### config.mk
export PLATFORM = sky130hd
export DESIGN_NAME = sae_queue
export DESIGN_NICKNAME = d
export VERILOG_FILES = /design/src/rtl/core/sae_pkg.sv /design/src/rtl/core/sae_queue.sv
export SDC_FILE = /design/constraint.sdc
export NUM_CORES = 1
export LEC_CHECK = 0
export ABC_AREA = 1
export BUFFER_PORTS_ARGS = -buffer_cell sky130_fd_sc_hd__buf_2
export CORE_AREA = 2 2 116 141
export CTS_BUF_LIST = sky130_fd_sc_hd__clkbuf_8
export CTS_CLUSTER_SIZE = 14
export DETAILED_ROUTE_END_ITERATION = 10
export DIE_AREA = 0 0 118 143
export PLACE_DENSITY = 0.52
export SLEW_MARGIN = 0
export SYNTH_ARGS = -nofsm -noshare
export SYNTH_HDL_FRONTEND = slang
export SYNTH_SLANG_ARGS = --single-unit
### constraint.sdc
create_clock -name clock -period 2.1 [get_ports clock]
set_input_delay 0.525 -clock clock [delete_from_list [all_inputs] [get_ports clock]]
set_output_delay 0.525 -clock clock [all_outputs]
set_load 0.005 [all_outputs]
### src/rtl/core/sae_pkg.sv
// ----------------------------------------------------------------------------
// sae_pkg
// Shared constants and types for the saturating audio echo block.
// ----------------------------------------------------------------------------
package sae_pkg;

   // delay store depth and history saturation point
   localparam int unsigned DELAY_DEPTH = 65536;
   localparam int unsigned HIST_MAX    = 65536;

   // fractional bits of the gain
   localparam int GAIN_FRAC = 12;

   // configuration port
   localparam int CSR_IW = 1;
   localparam int CSR_DW = 16;
   localparam logic [CSR_IW-1:0] CSR_DELAY = 1'd0;
   localparam logic [CSR_IW-1:0] CSR_GAIN  = 1'd1;
   localparam logic [CSR_DW-1:0] DELAY_RESET = 16'd22050;
   localparam logic [CSR_DW-1:0] GAIN_RESET  = 16'd2048;

   // queue between front and back
   localparam int QUEUE_DEPTH = 4;
   localparam int QPTR_W      = $clog2(QUEUE_DEPTH);
   localparam int QCOUNT_W    = $clog2(QUEUE_DEPTH + 1);

   // one classified request handed from front to back
   typedef struct packed {
      logic [15:0] sample;
      logic [15:0] delayed;
      logic        echo_on;
   } echo_item_type;

endpackage

### src/rtl/core/sae_queue.sv
// ----------------------------------------------------------------------------
// sae_queue
// Short queue of classified requests between front and back.
// ----------------------------------------------------------------------------
module sae_queue (
   input  logic                          clock,
   input  logic                          reset,
   input  logic                          push_valid,
   input  sae_pkg::echo_item_type        push_item,
   input  logic                          pop,
   output logic                          pop_valid,
   output sae_pkg::echo_item_type        pop_item,
   output logic [sae_pkg::QCOUNT_W-1:0]  count
);

   sae_pkg::echo_item_type             entry_ff [sae_pkg::QUEUE_DEPTH];
   logic [sae_pkg::QPTR_W-1:0]         wr_ff, rd_ff;
   logic [sae_pkg::QCOUNT_W-1:0]       count_ff, count_in;

   assign pop_valid = count_ff != '0;
   assign pop_item  = entry_ff[rd_ff];
   assign count     = count_ff;

   always_comb begin
      count_in = count_ff;
      if (push_valid && !pop) begin
         count_in = count_ff + 1'b1;
      end else if (!push_valid && pop) begin
         count_in = count_ff - 1'b1;
      end
   end

   // pointers and fill count
   always_ff @(posedge clock) begin
      if (reset) begin
         wr_ff    <= '0;
         rd_ff    <= '0;
         count_ff <= '0;
      end else begin
         count_ff <= count_in;
         if (push_valid) begin
            wr_ff <= (32'(wr_ff) == sae_pkg::QUEUE_DEPTH - 1) ? '0 : wr_ff + 1'b1;
         end
         if (pop) begin
            rd_ff <= (32'(rd_ff) == sae_pkg::QUEUE_DEPTH - 1) ? '0 : rd_ff + 1'b1;
         end
      end
   end

   // entry storage
   always_ff @(posedge clock) begin
      if (push_valid) begin
         entry_ff[wr_ff] <= push_item;
      end
   end

endmodule

After elaboration in Yosys (flattened, before gate mapping)

Memory sizes are Yosys's and may differ from the RTL's. A register that Yosys moved wholly into a read port is not among the register bits.
Cells that the tools add are included.

Add/sub/neg operators: 4
Equal/unequal tests: 2
Multiplexer cells: 8
Reductions and logical operators: 6

Operators by type and width:

| operator                                          | count |
|---|---|
| two-way mux 2 bit                                 | 4 |
| two-way mux 3 bit                                 | 2 |
| adder 2 x 1 -> 2 bit (second input constant)      | 2 |
| equality test 2 bit (second input constant)       | 2 |
| adder 3 x 1 -> 3 bit (second input constant)      | 1 |
| nonzero test 3 bit                                | 1 |
| subtractor 3 x 1 -> 3 bit (second input constant) | 1 |
| logical AND 1 bit                                 | 2 |
| logical NOT 1 bit                                 | 2 |
| two-way mux 1 bit                                 | 2 |
| nonzero test 2 bit                                | 1 |

Register bits: 7
Bits in writable memories: 132
Input port bits: 37
Memories kept: 1

Memory list:

| memory   | words | width | rd ports | clocked after memory_dff | write ports | line            | source |
|---|---|---|---|---|---|---|---|
| entry_ff | 4     | 33    | 1        | 1                        | 1           | sae_queue.sv:16 | `sae_pkg::echo_item_type entry_ff [sae_pkg::QUEUE_DEPTH];` |

Depth between registers and ports, before layout

Depth after elaboration: 4
Mapped depth: 10

Least setup slack after synthesis

No wires, ideal clock.

Path kind: register to register
Start point: register wr_ff[0] (netlist bit)
End point: memory entry_ff[3][0] (netlist bit), enable pin
Arrival time: 1242 ps
Path slack: 470 ps
Cell stages (with the launch flop): 4
Buffers on the path: 0
Path through: dfxtp_1 -> ha_1 -> nand2_1 -> inv_1

RTL lines:

| what                   | line            | source |
|---|---|---|
| from (decl)            | sae_queue.sv:17 | `logic [sae_pkg::QPTR_W-1:0] wr_ff, rd_ff;` |
| from (signal assigned) | sae_queue.sv:42 | `wr_ff <= (32'(wr_ff) == sae_pkg::QUEUE_DEPTH - 1) ? '0 : wr_ff + 1'b1;` |
| to (decl)              | sae_queue.sv:16 |  |

No word-level cell before the write port.

==> impl_results.md <==
* CP Capture Type: output pin
* Row cnt at 50
* Warnings from Yosys at 0
* Area after DPL at 6003 µm²
* Synth top area share at 0.7393
* Startpoint Class: register
* Max-Cap Viols at 0
* Worst Hold Class: in2reg
* Critical Path AT at 1.56 ns
* LEAKAGE at 2.452 nW
* Routed len/inst at 17.71 µm
* Maximum vdd drop at 0.4136 mV
* Pre-CTS setup slack at 0.2403 ns
* Final setup margin at 0.01026 ns
* Status: complete, no violations
* GRT Residual Overflow at 0
* CTS Sinks at 141
* Port Buffer Count at 73
* Mapped Cells at 378
* RSZ-0062 raised after global routing: true
* Crit share post-route at 0.9951
* DRC viols at 0
* Fill cells at 1432
* Final Skew at 0.007034 ns
* WL final at 12430 µm
* Fmax at 0.4785 GHz
* Boundary Pins at 74
* Endpoints failing hold at 0
* Clock root cell: clkbuf_8
* Register area share after synthesis at 0.7729
* H-tree depth at 4
* WS Path Type: reg2out
* Max Buffers Root-to-Sink at 2
* Worst-path clk slew at 0.08 ns
* Area contributors post-synth: edfxtp_1 (74%), nor2_1 (5.3%), o21ai_0 (4.8%)
* Share of cells above drive strength 1 at 0.3016
* Cell area after layout at 6748 µm²
* CP max FO at 7
* Final Setup Violations at 0
* Pin count of the biggest net entering global routing at 39
* Final Util at 0.4367
* Die Area at 16870 µm²
* TritonCTS clock tree: done
* Global router's overall resource usage at 0.1404
* Min cycle time layout at 2.090 ns
* Gpl congestion at 0.7026
* Synth Net Count at 422
* Initial core utilization at 0.3470
* Fin cells at 702
* Die Ht at 143 µm
* Count of final max-slew check failures at 0
* Post-Syn Area at 5361 µm²
* Worst Max-Slew Pin Slew at 0.3227 ns
* Slew HR at 0.7849
* Post-Synthesis Mean Instance Area at 14.18 µm²
* Vias after detailed routing at 3370
* Ant diodes at 0
* Antenna-violating nets left at 0
* Cts bufs inserted at 17
* DP Cell Count at 656
* Power per Cell Area at 914.0 nW/µm²
* Post-detail-place hpwl at 7089 µm
* CORE AREA at 15450 µm²
* Flops & latches, synth at 141
* P&R area growth vs syn at 25.86%
* Vias in the first global route at 3353
* Final-stage net count at 525
* Area leader, netlist: edfxtp_1
* Critical Path RT at 1.57 ns
* DRT iter0 DRCs at 203
* Pwr Total at 6.167 mW
* Skew-Pair Late Insertion Delay at 0.42 ns
* Die width at 118 µm
* Drt pass-1 iters at 4
* First-pass GRT wire length at 17860 µm
* Initial antenna violation count at 1
* Vias/cell at 4.801
* Post-synthesis cell type count at 21
==> kinds of logic (layout without fill, tap and decap cells) <==
| family | after synthesis | count (layout) | synth area share |
|---|---|---|---|
| xor+xnor | 1 | 1 | 0.001634 |
| compound gates | 105 | 105 | 0.1057 |
| flops | 141 | 141 | 0.7729 |
| buf+inv | 36 | 152 | 0.03921 |
| fa+ha+maj | 7 | 7 | 0.01774 |
| simple gates | 88 | 88 | 0.06278 |
==> state kept, by name (all words and copies together) (netlist names), named ones only <==
| signal | cells |
|---|---|
| wr_ff | 2 |
| entry_ff | 132 |
| rd_ff | 2 |
| count | 3 |
==> placed cells by master, fill, tap and decap left out, types with 2 or more instances in the layout <==
master and n:
edfxtp_1 132, nor2_2 2, nand2_1 9, dfxtp_4 2, nor3_1 2, o22ai_2 6, o21ai_0 36, buf_6 6
o21ai_2 4, o21ai_1 29, nor2_1 73, dfxtp_1 7, o22ai_1 27, bufinv_16 3, ha_1 6, clkinvlp_4 5
buf_4 13, clkinv_4 3, clkbuf_8 17, clkbuf_16 4, buf_2 73, inv_1 11, buf_12 6, clkinv_1 6
a21oi_1 3
==> layer usage <==
metal / GRT usage / vias up / wire, µm
met4: 0.05136 / 2 / 144
met3: 0.03914 / 10 / 397
met2: 0.2592 / 61 / 6682
li1: - / 1611 / -
met1: 0.1541 / 1686 / 5194
met5: 0 / - / 11
==> final timing paths <==
path                 startpoint               to  slack, ns  depth (start not counted)
setup / recovery       register     pop_item[20]       0.01                          5
hold / removal    push_item[22]  entry_ff[0][22]       0.31                          1
setup reg to reg       wr_ff[0]  entry_ff[0][30]       0.77                          5
hold reg to reg        rd_ff[1]         register       0.54                          2
==> final cells by class <==
class | instances | area (µm²) | area share
sequential | 141 | 4151 | 0.6152
multi-input combinational | 201 | 1065 | 0.1578
timing repair buffer | 104 | 793.3 | 0.1176
tap | 208 | 260.3 | 0.03857
clock inverter | 15 | 173.9 | 0.02577
inverter | 16 | 70.07 | 0.01038
clock buffer | 17 | 234.0 | 0.03467
==> where the power goes <==
part / switching (mW) / internal (mW)
Combinational: 0.409 / 0.317
Sequential: 0.0476 / 3.20
Clock: 1.02 / 1.17
Total: 1.48 / 4.69
==> what timing repair did <==
item | in CTS | in global routing
setup buffers | 5 | 3
setup endpoints to repair | 33 | 25
hold buffers | 0 | 0
resized for setup | 8 | 35
pin swaps | 1 | 10
cloned | 1 | 7
==> cells in the mapped netlist, drive strengths merged <==
cell and count:
ha 6, clkbuf 3, inv 16, a21oi 3, fa 1, nand2 9, dfxtp 9, xor2 1
nor2 75, nand3 1, o21ai 69, o22ai 33, nand4 1, buf 17, edfxtp 132, nor3 2
==> worst max-delay path, stage by stage (launching register included) <==
cell,delay (ns)
dfxtp_4,0.45
buf_6,0.16
clkbuf_16,0.15
o21ai_2,0.05
o22ai_1,0.17
buf_2,0.17
==> stage by stage <==
step	setup TNS (ns)	hold WS, ns
after floorplan	0	0.4897
after global placement	0	0.5051
after detailed placement	0	0.5447
after CTS	-0.06984	0.2856
after global routing	-0.7335	0.2841
final	0	0.3130
Power figures use the tool's default switching activity.
