--- src/rtl/core/sae_pkg.sv ---
// ----------------------------------------------------------------------------
// sae_pkg
// Shared constants and types for the saturating audio echo block.
// ----------------------------------------------------------------------------
package sae_pkg;

   // delay store depth and history saturation point
   localparam int unsigned DELAY_DEPTH = 65536;
   localparam int unsigned HIST_MAX    = 65536;

   // fractional bits of the gain
   localparam int GAIN_FRAC = 12;

   // configuration port
   localparam int CSR_IW = 1;
   localparam int CSR_DW = 16;
   localparam logic [CSR_IW-1:0] CSR_DELAY = 1'd0;
   localparam logic [CSR_IW-1:0] CSR_GAIN  = 1'd1;
   localparam logic [CSR_DW-1:0] DELAY_RESET = 16'd22050;
   localparam logic [CSR_DW-1:0] GAIN_RESET  = 16'd2048;

   // queue between front and back
   localparam int QUEUE_DEPTH = 4;
   localparam int QPTR_W      = $clog2(QUEUE_DEPTH);
   localparam int QCOUNT_W    = $clog2(QUEUE_DEPTH + 1);

   // one classified request handed from front to back
   typedef struct packed {
      logic [15:0] sample;
      logic [15:0] delayed;
      logic        echo_on;
   } echo_item_type;

endpackage

--- src/rtl/core/sae_back.sv ---
// ----------------------------------------------------------------------------
// sae_back
// Scales the echo tap, adds the sample, truncates and saturates.
// ----------------------------------------------------------------------------
module sae_back (
   input  logic                    clock,
   input  logic                    reset,
   input  logic [15:0]             echo_gain,
   input  logic                    in_valid,
   input  sae_pkg::echo_item_type  in_item,
   output logic                    in_pop,
   output logic                    rsp_valid,
   input  logic                    rsp_stall,
   output logic [15:0]             rsp_sample_out
);

   localparam int F = sae_pkg::GAIN_FRAC;

   logic                 advance;
   logic                 m_valid_ff, rsp_valid_ff;
   logic [15:0]          m_sample_ff, out_ff;
   logic signed [32:0]   prod, m_prod_ff;
   logic signed [16:0]   gain_s;
   logic signed [33:0]   acc;
   logic signed [21:0]   q;
   logic [15:0]          sat;

   assign advance = !rsp_valid_ff || !rsp_stall;
   assign in_pop  = advance && in_valid;

   // echo product
   assign gain_s = $signed({1'b0, echo_gain});
   assign prod   = in_item.echo_on ? $signed(in_item.delayed) * gain_s : 33'sd0;

   // sum, truncate toward zero, saturate
   always_comb begin
      acc = $signed({{(22 - 16){m_sample_ff[15]}}, m_sample_ff, {F{1'b0}}})
            + $signed({m_prod_ff[32], m_prod_ff});
      q   = $signed(acc[33:F]) + $signed({21'd0, acc[33] & (|acc[F-1:0])});
      if (q > 22'sd32767) begin
         sat = 16'h7FFF;
      end else if (q < -22'sd32768) begin
         sat = 16'h8000;
      end else begin
         sat = q[15:0];
      end
   end

   // pipeline control
   always_ff @(posedge clock) begin
      if (reset) begin
         m_valid_ff   <= 1'b0;
         rsp_valid_ff <= 1'b0;
      end else if (advance) begin
         m_valid_ff   <= in_valid;
         rsp_valid_ff <= m_valid_ff;
      end
   end

   // pipeline payload
   always_ff @(posedge clock) begin
      if (in_pop) begin
         m_sample_ff <= in_item.sample;
         m_prod_ff   <= prod;
      end
      if (advance && m_valid_ff) begin
         out_ff <= sat;
      end
   end

   assign rsp_valid      = rsp_valid_ff;
   assign rsp_sample_out = out_ff;

endmodule

--- config.mk ---
export PLATFORM = sky130hd
export DESIGN_NAME = sae_back
export DESIGN_NICKNAME = d
export VERILOG_FILES = /design/src/rtl/core/sae_pkg.sv /design/src/rtl/core/sae_back.sv
export SDC_FILE = /design/constraint.sdc
export NUM_CORES = 1
export LEC_CHECK = 0
export BUFFER_PORTS_ARGS = -buffer_cell sky130_fd_sc_hd__buf_2
export CAP_MARGIN = 30
export CELL_PAD_IN_SITES_DETAIL_PLACEMENT = 0
export CELL_PAD_IN_SITES_GLOBAL_PLACEMENT = 1
export CORE_MARGIN = 2
export CORE_UTILIZATION = 43
export CTS_CLUSTER_DIAMETER = 200
export DETAILED_ROUTE_END_ITERATION = 7
export PLACE_DENSITY = 0.82
export SLEW_MARGIN = 20
export SYNTH_ARGS = -nofsm -noshare
export SYNTH_HDL_FRONTEND = slang
export SYNTH_SLANG_ARGS = --single-unit
--- constraint.sdc ---
create_clock -name clock -period 7.1 [get_ports clock]
set_clock_uncertainty 0.15 [all_clocks]
set_input_delay 0 -clock clock [delete_from_list [all_inputs] [get_ports clock]]
set_output_delay 0 -clock clock [all_outputs]
set_load 0.005 [all_outputs]
# Word-level counts from Yosys, hierarchy flattened
# Index checks and enable logic that the tools add are counted.
dict set report totals {
  reg_bits 67
  in_bits 53
  wordCells 18
}
dict set report classes {
  n_addsub 2
  mul 1
  order_cmp 2
  n_mux 1
  n_bitwise 1
  reduce_logical 6
}
# op n
set ops {}
lappend ops {{$add A28 B33 Y34} 1}
lappend ops {{$mul A16 B17 Y33} 1}
lappend ops {{$add A22 B2 Y22} 1}
lappend ops {{$gt A22 B16 Y1 const B} 1}
lappend ops {{$lt A22 B16 Y1 const B} 1}
lappend ops {{$mux W16} 1}
lappend ops {{$reduce_or A12 Y1} 1}
lappend ops {{$logic_and A1 B1 Y1} 2}
lappend ops {{$logic_not A1 Y1} 2}
lappend ops {{$and A1 B1 Y1} 1}
lappend ops {{$logic_or A1 B1 Y1} 1}

# Depth between registers and ports, before layout
dict set report depth {
  word_depth 6
  mapped_depth 24
}

# Least setup slack after synthesis
# No wires, ideal clock.
dict set report synth_path {
  path_type {input-to-reg}
  start {input port echo_gain[5]}
  end {register m_prod_ff[29] (data pin)}
  setup_time_ps 255
  arrival_time_ps 5870
  t_required_ps 6695
  slack_ps 825
  cell_stages 23
  path_buffers 2
  cell_sequence {clkbuf_1 > and2_1 > fa_1 > inv_1 > fa_1 > fa_1 > fa_1 > inv_1 > fa_1 > inv_1 > fa_1 > inv_1 > ha_1 > and3_1 > clkbuf_1 > o2111ai_1 > o2111ai_1 > a2111oi_0 > o31ai_1 > and3_1 > a221oi_1 > xnor2_1 > and2_1}
}
dict set report synth_between {
  elab_chain_len 1
}
# element line
set synth_lines {}
lappend synth_lines {{from (decl)} sae_back.sv:8} ;# input logic [15:0] echo_gain,
lappend synth_lines {{$mul A16 B17 Y33} sae_back.sv:33} ;# assign prod = in_item.echo_on ? $signed(in_item.delayed) * gain_s : 33'sd0;
lappend synth_lines {{to (signal assigned)} sae_back.sv:64} ;# m_prod_ff <= prod;
lappend synth_lines {{to (decl)} sae_back.sv:22} ;# logic signed [32:0] prod, m_prod_ff;
# Every way passes these cells.
# A chain may end at the register's enable or synchronous reset.

# Worst setup path in the final report
dict set report layout_path {
  start {input port echo_gain[5]}
  end {register m_prod_ff[31] (data pin)}
}
# Same word-level chain as after synthesis.

==> results by group <==
Run status
  – Status: finished clean

Setup path
  – Worst setup SP type: primary input
  – CP most frequent cell: fa_1
  – Critical path type: primary input to register
  – CP arrival: 6.37 ns
  – Slowest CP cell: fa_1
  – Worst r2r path cells: 19
  – Worst EP required: 7.05 ns
  – CP max FO: 16
  – CP cell instances: buf_2 -> and2_1 -> fa_1 -> inv_1 -> fa_1 -> fa_1 -> fa_1 -> inv_1 -> fa_1 -> inv_1 -> fa_1 -> inv_1 -> ha_1 -> and3_1 -> o2111ai_1 -> o2111ai_1 -> a2111oi_0 -> buf_4 -> o31ai_1 -> a31oi_1 -> o21ai_0 -> xor2_1 -> and2_1
  – CP Capture Type: register
  – CP peak stage delay: ~0.56 ns

Synthesis
  – #FFs+latches synth: 67
  – Synth Instances: 1449
  – Ys async rst share: 0%
  – Post-synthesis sequential area ratio: 15.1%
  – Net Count, Synth: 1842
  – Synth unique cells: 76
  – Mean post-synth cell area: between 9 and 10 um2
  – EDFF count, synth: between 60 and 70
  – Synthesis Warnings: 0
  – Top_reg_cell synth: edfxtp_1
  – Synthesized cell area: 0.0132 mm2

Die
  – Ports: 71
  – Row Count: between 60 and 70
  – Core outline area: ~0.030 mm2
  – Initial core utilization: roughly 43%
  – Die W: ~180 um
  – Chip Height: 179 um
  – Die Area: 0.0321 mm2

Detailed routing
  – Initial drt markers: around 620
  – Via count: approximately 10000
  – Final ANT Viol Nets: 0
  – Vias per inst: approximately 5.3
  – Total wire length: between 30 and 40 mm
  – DRC violations left: 0
  – Routed WL per cell: 16.3 um
  – Pre-antenna DRT Iters: 6

Worst hold path
  – Hold path depth: 3
  – Hold Crit Class: primary input to register

Finish
  – Sequential Area: 0.00199 mm2
  – Fillers: around 2900
  – Area grow syn2layout: 9.19%
  – Nets: around 1900
  – Non-filler cells, final: 1902
  – Layout cells sized above 1: ~7.5%
  – Final cell utilization of the core: a little under half
  – Area used by multi-input combinational logic: roughly 0.01 mm2
  – ANT cells: 0

Timing
  – Slew Limit Fails: 0
  – Maximum clock frequency: around 160 MHz
  – Final Critical Period: 6.42 ns
  – Setup violations, final: 0
  – Setup TNS: 0 ns
  – Final hold viol count: 0
  – Worst slew margin: between 30% and 40%
  – Worst slew pin tran: 0.908 ns
  – Final period util: roughly nine tenths
  – RSZ-0062 raised after global routing: false

Clocking
  – Max clock buf depth: 2
  – Worst-Skew Late Latency: 0.34 ns
  – H-tree levels: 3
  – CTS tree: yes
  – Num Clock Sinks: 67
  – Number of CTS-inserted buffers: 9
  – CTS root buf: clkbuf_16
  – Worst-path clk slew: 0.06 ns

GRT
  – First-pass GRT wire length: 50.3 mm
  – Initial antenna violation count: 0
  – Gr usage total: a little under 20%
  – Vias in the first global route: roughly 9800
  – Largest net degree at the start of global routing: 27
  – Grt ovf: 0

Run
  – Number of max-cap violations: 0

Placed design
  – Dpl hpwl: 25.1 mm
  – PortBufs: 70
  – Cells after DPL: 1866
  – Routability cong.: ~0.9

Pwr
  – Tot Pwr: approximately 7.4 mW
  – Leak pwr: between 7 and 8 nW
  – Max rail drop VDD: 332 uV
  – PwrDens: 510 mW/mm2
[cells in the mapped netlist, drive strengths merged (12+ instances only)]
master  instances  share of area, %
a211oi         13              0.81
o21ai          43               1.6
nand2b         14              0.66
and2          133               6.3
inv           268               7.6
nand2         164               4.7
a21o           30               1.7
nor2           56               1.6
fa            195                30
clkbuf         47               1.3
and3           13              0.62
a31oi          12              0.57
a21oi          36               1.4
xnor2          26               1.7
nand3          32               1.2
edfxtp         65                15
ha            145                14
xor2           21               1.4
o211ai         23               1.4
[report_power, final]
group,internal (mW),switching [mW],total [mW]
sequential,0.680,0.0326,0.712
combinational,2.60,3.54,6.13
clock,0.342,0.169,0.512
total,3.62,3.74,7.36
[sequential cells by signal, summed over array words and instances, names as in the netlist]
name / count
m_valid_ff: 1
rsp_valid: 1
m_prod_ff: 33
m_sample_ff: 16
rsp_sample_out: 16
[worst max-delay path: cells and delay by family]
family	cells	cell delay (ns)
fa+ha+maj	7	3.43
simple gates	3	0.63
buf+inv	6	0.60
xor+xnor	1	0.09
compound gates	6	1.60
[path summary, 6_finish.rpt]
path | from | endpoint | slack, ns
worst min-delay path | in_item[0] | m_prod_ff[14] | 0.06
worst max-delay path | echo_gain[5] | m_prod_ff[31] | 0.68
worst max register to register | m_sample_ff[8] | rsp_sample_out[5] | 1.42
worst min register to register | m_valid_ff | rsp_valid | 0.35
[cell type report]
type / count / share of cell area (%)
well taps: 396 / 3.44
clock buffers: 9 / 1.56
clock inverters: 7 / 0.798
multi-input cells: 1060 / 69.2
repair buffers: 95 / 4.18
inverters: 268 / 6.98
flip-flops and latches: 67 / 13.8
[timing repair]
item,in CTS,in global routing
hold endpoints to repair,18,0
hold buffers,19,0
resized for setup,0,0
setup buffers,0,0
[metal layers]
| metal | part of all wire (%) | up-vias | track usage (%) |
|---|---|---|---|
| li1 | - | 4798 | - |
| met1 | 46 | 4898 | 27.6 |
| met2 | 47 | 269 | 33.3 |
| met3 | 4.9 | 48 | 2.12 |
| met4 | 1.8 | 0 | 4.54 |
| met5 | 0 | - | 0 |
[metrics by stage]
step / instance area [um2] / setup slack [ns] / hold WS [ns]
6_report: 14400 / 0.677 / 0.0637
5_1_grt: 14400 / 0.345 / 0.0937
4_1_cts: 14400 / 0.737 / 0.0599
3_5_place_dp: 13900 / 0.385 / 0.0281
3_3_place_gp: 13900 / 0.478 / 0.0275
2_1_floorplan: 13200 / 0.825 / -0.0809
[kinds of logic after synthesis]
kind of cell             Yosys count  synth area share [%]
AND/OR/NAND/NOR                  462                  17.8
AO/OA/AOI/OAI                    209                  11.2
adder cells (fa/ha/maj)          340                  43.3
multiplexers                       2                 0.152
flip-flops                        67                  15.1
buffers and inverters            322                  9.33
XOR/XNOR                          47                  3.12
[layout by cell type (no fill, tap or decap), types with 4 or more instances in the layout]
cell,instances
a211oi_1,11
a21o_1,30
a21oi_1,35
a221o_1,4
a31oi_1,12
and2_1,132
and3_1,13
buf_2,71
buf_4,4
clkbuf_16,9
dlygate4sd3_1,19
edfxtp_1,65
fa_1,195
ha_1,145
inv_1,266
nand2_1,164
nand2b_1,14
nand3_1,32
nor2_1,56
nor2b_1,7
nor3_1,8
nor4_1,8
o211ai_1,21
o21a_1,5
o21ai_0,42
o31ai_1,6
or2_2,4
or3_1,5
xnor2_1,26
xor2_1,21
No activity file was read; power rests on OpenSTA's default activity.
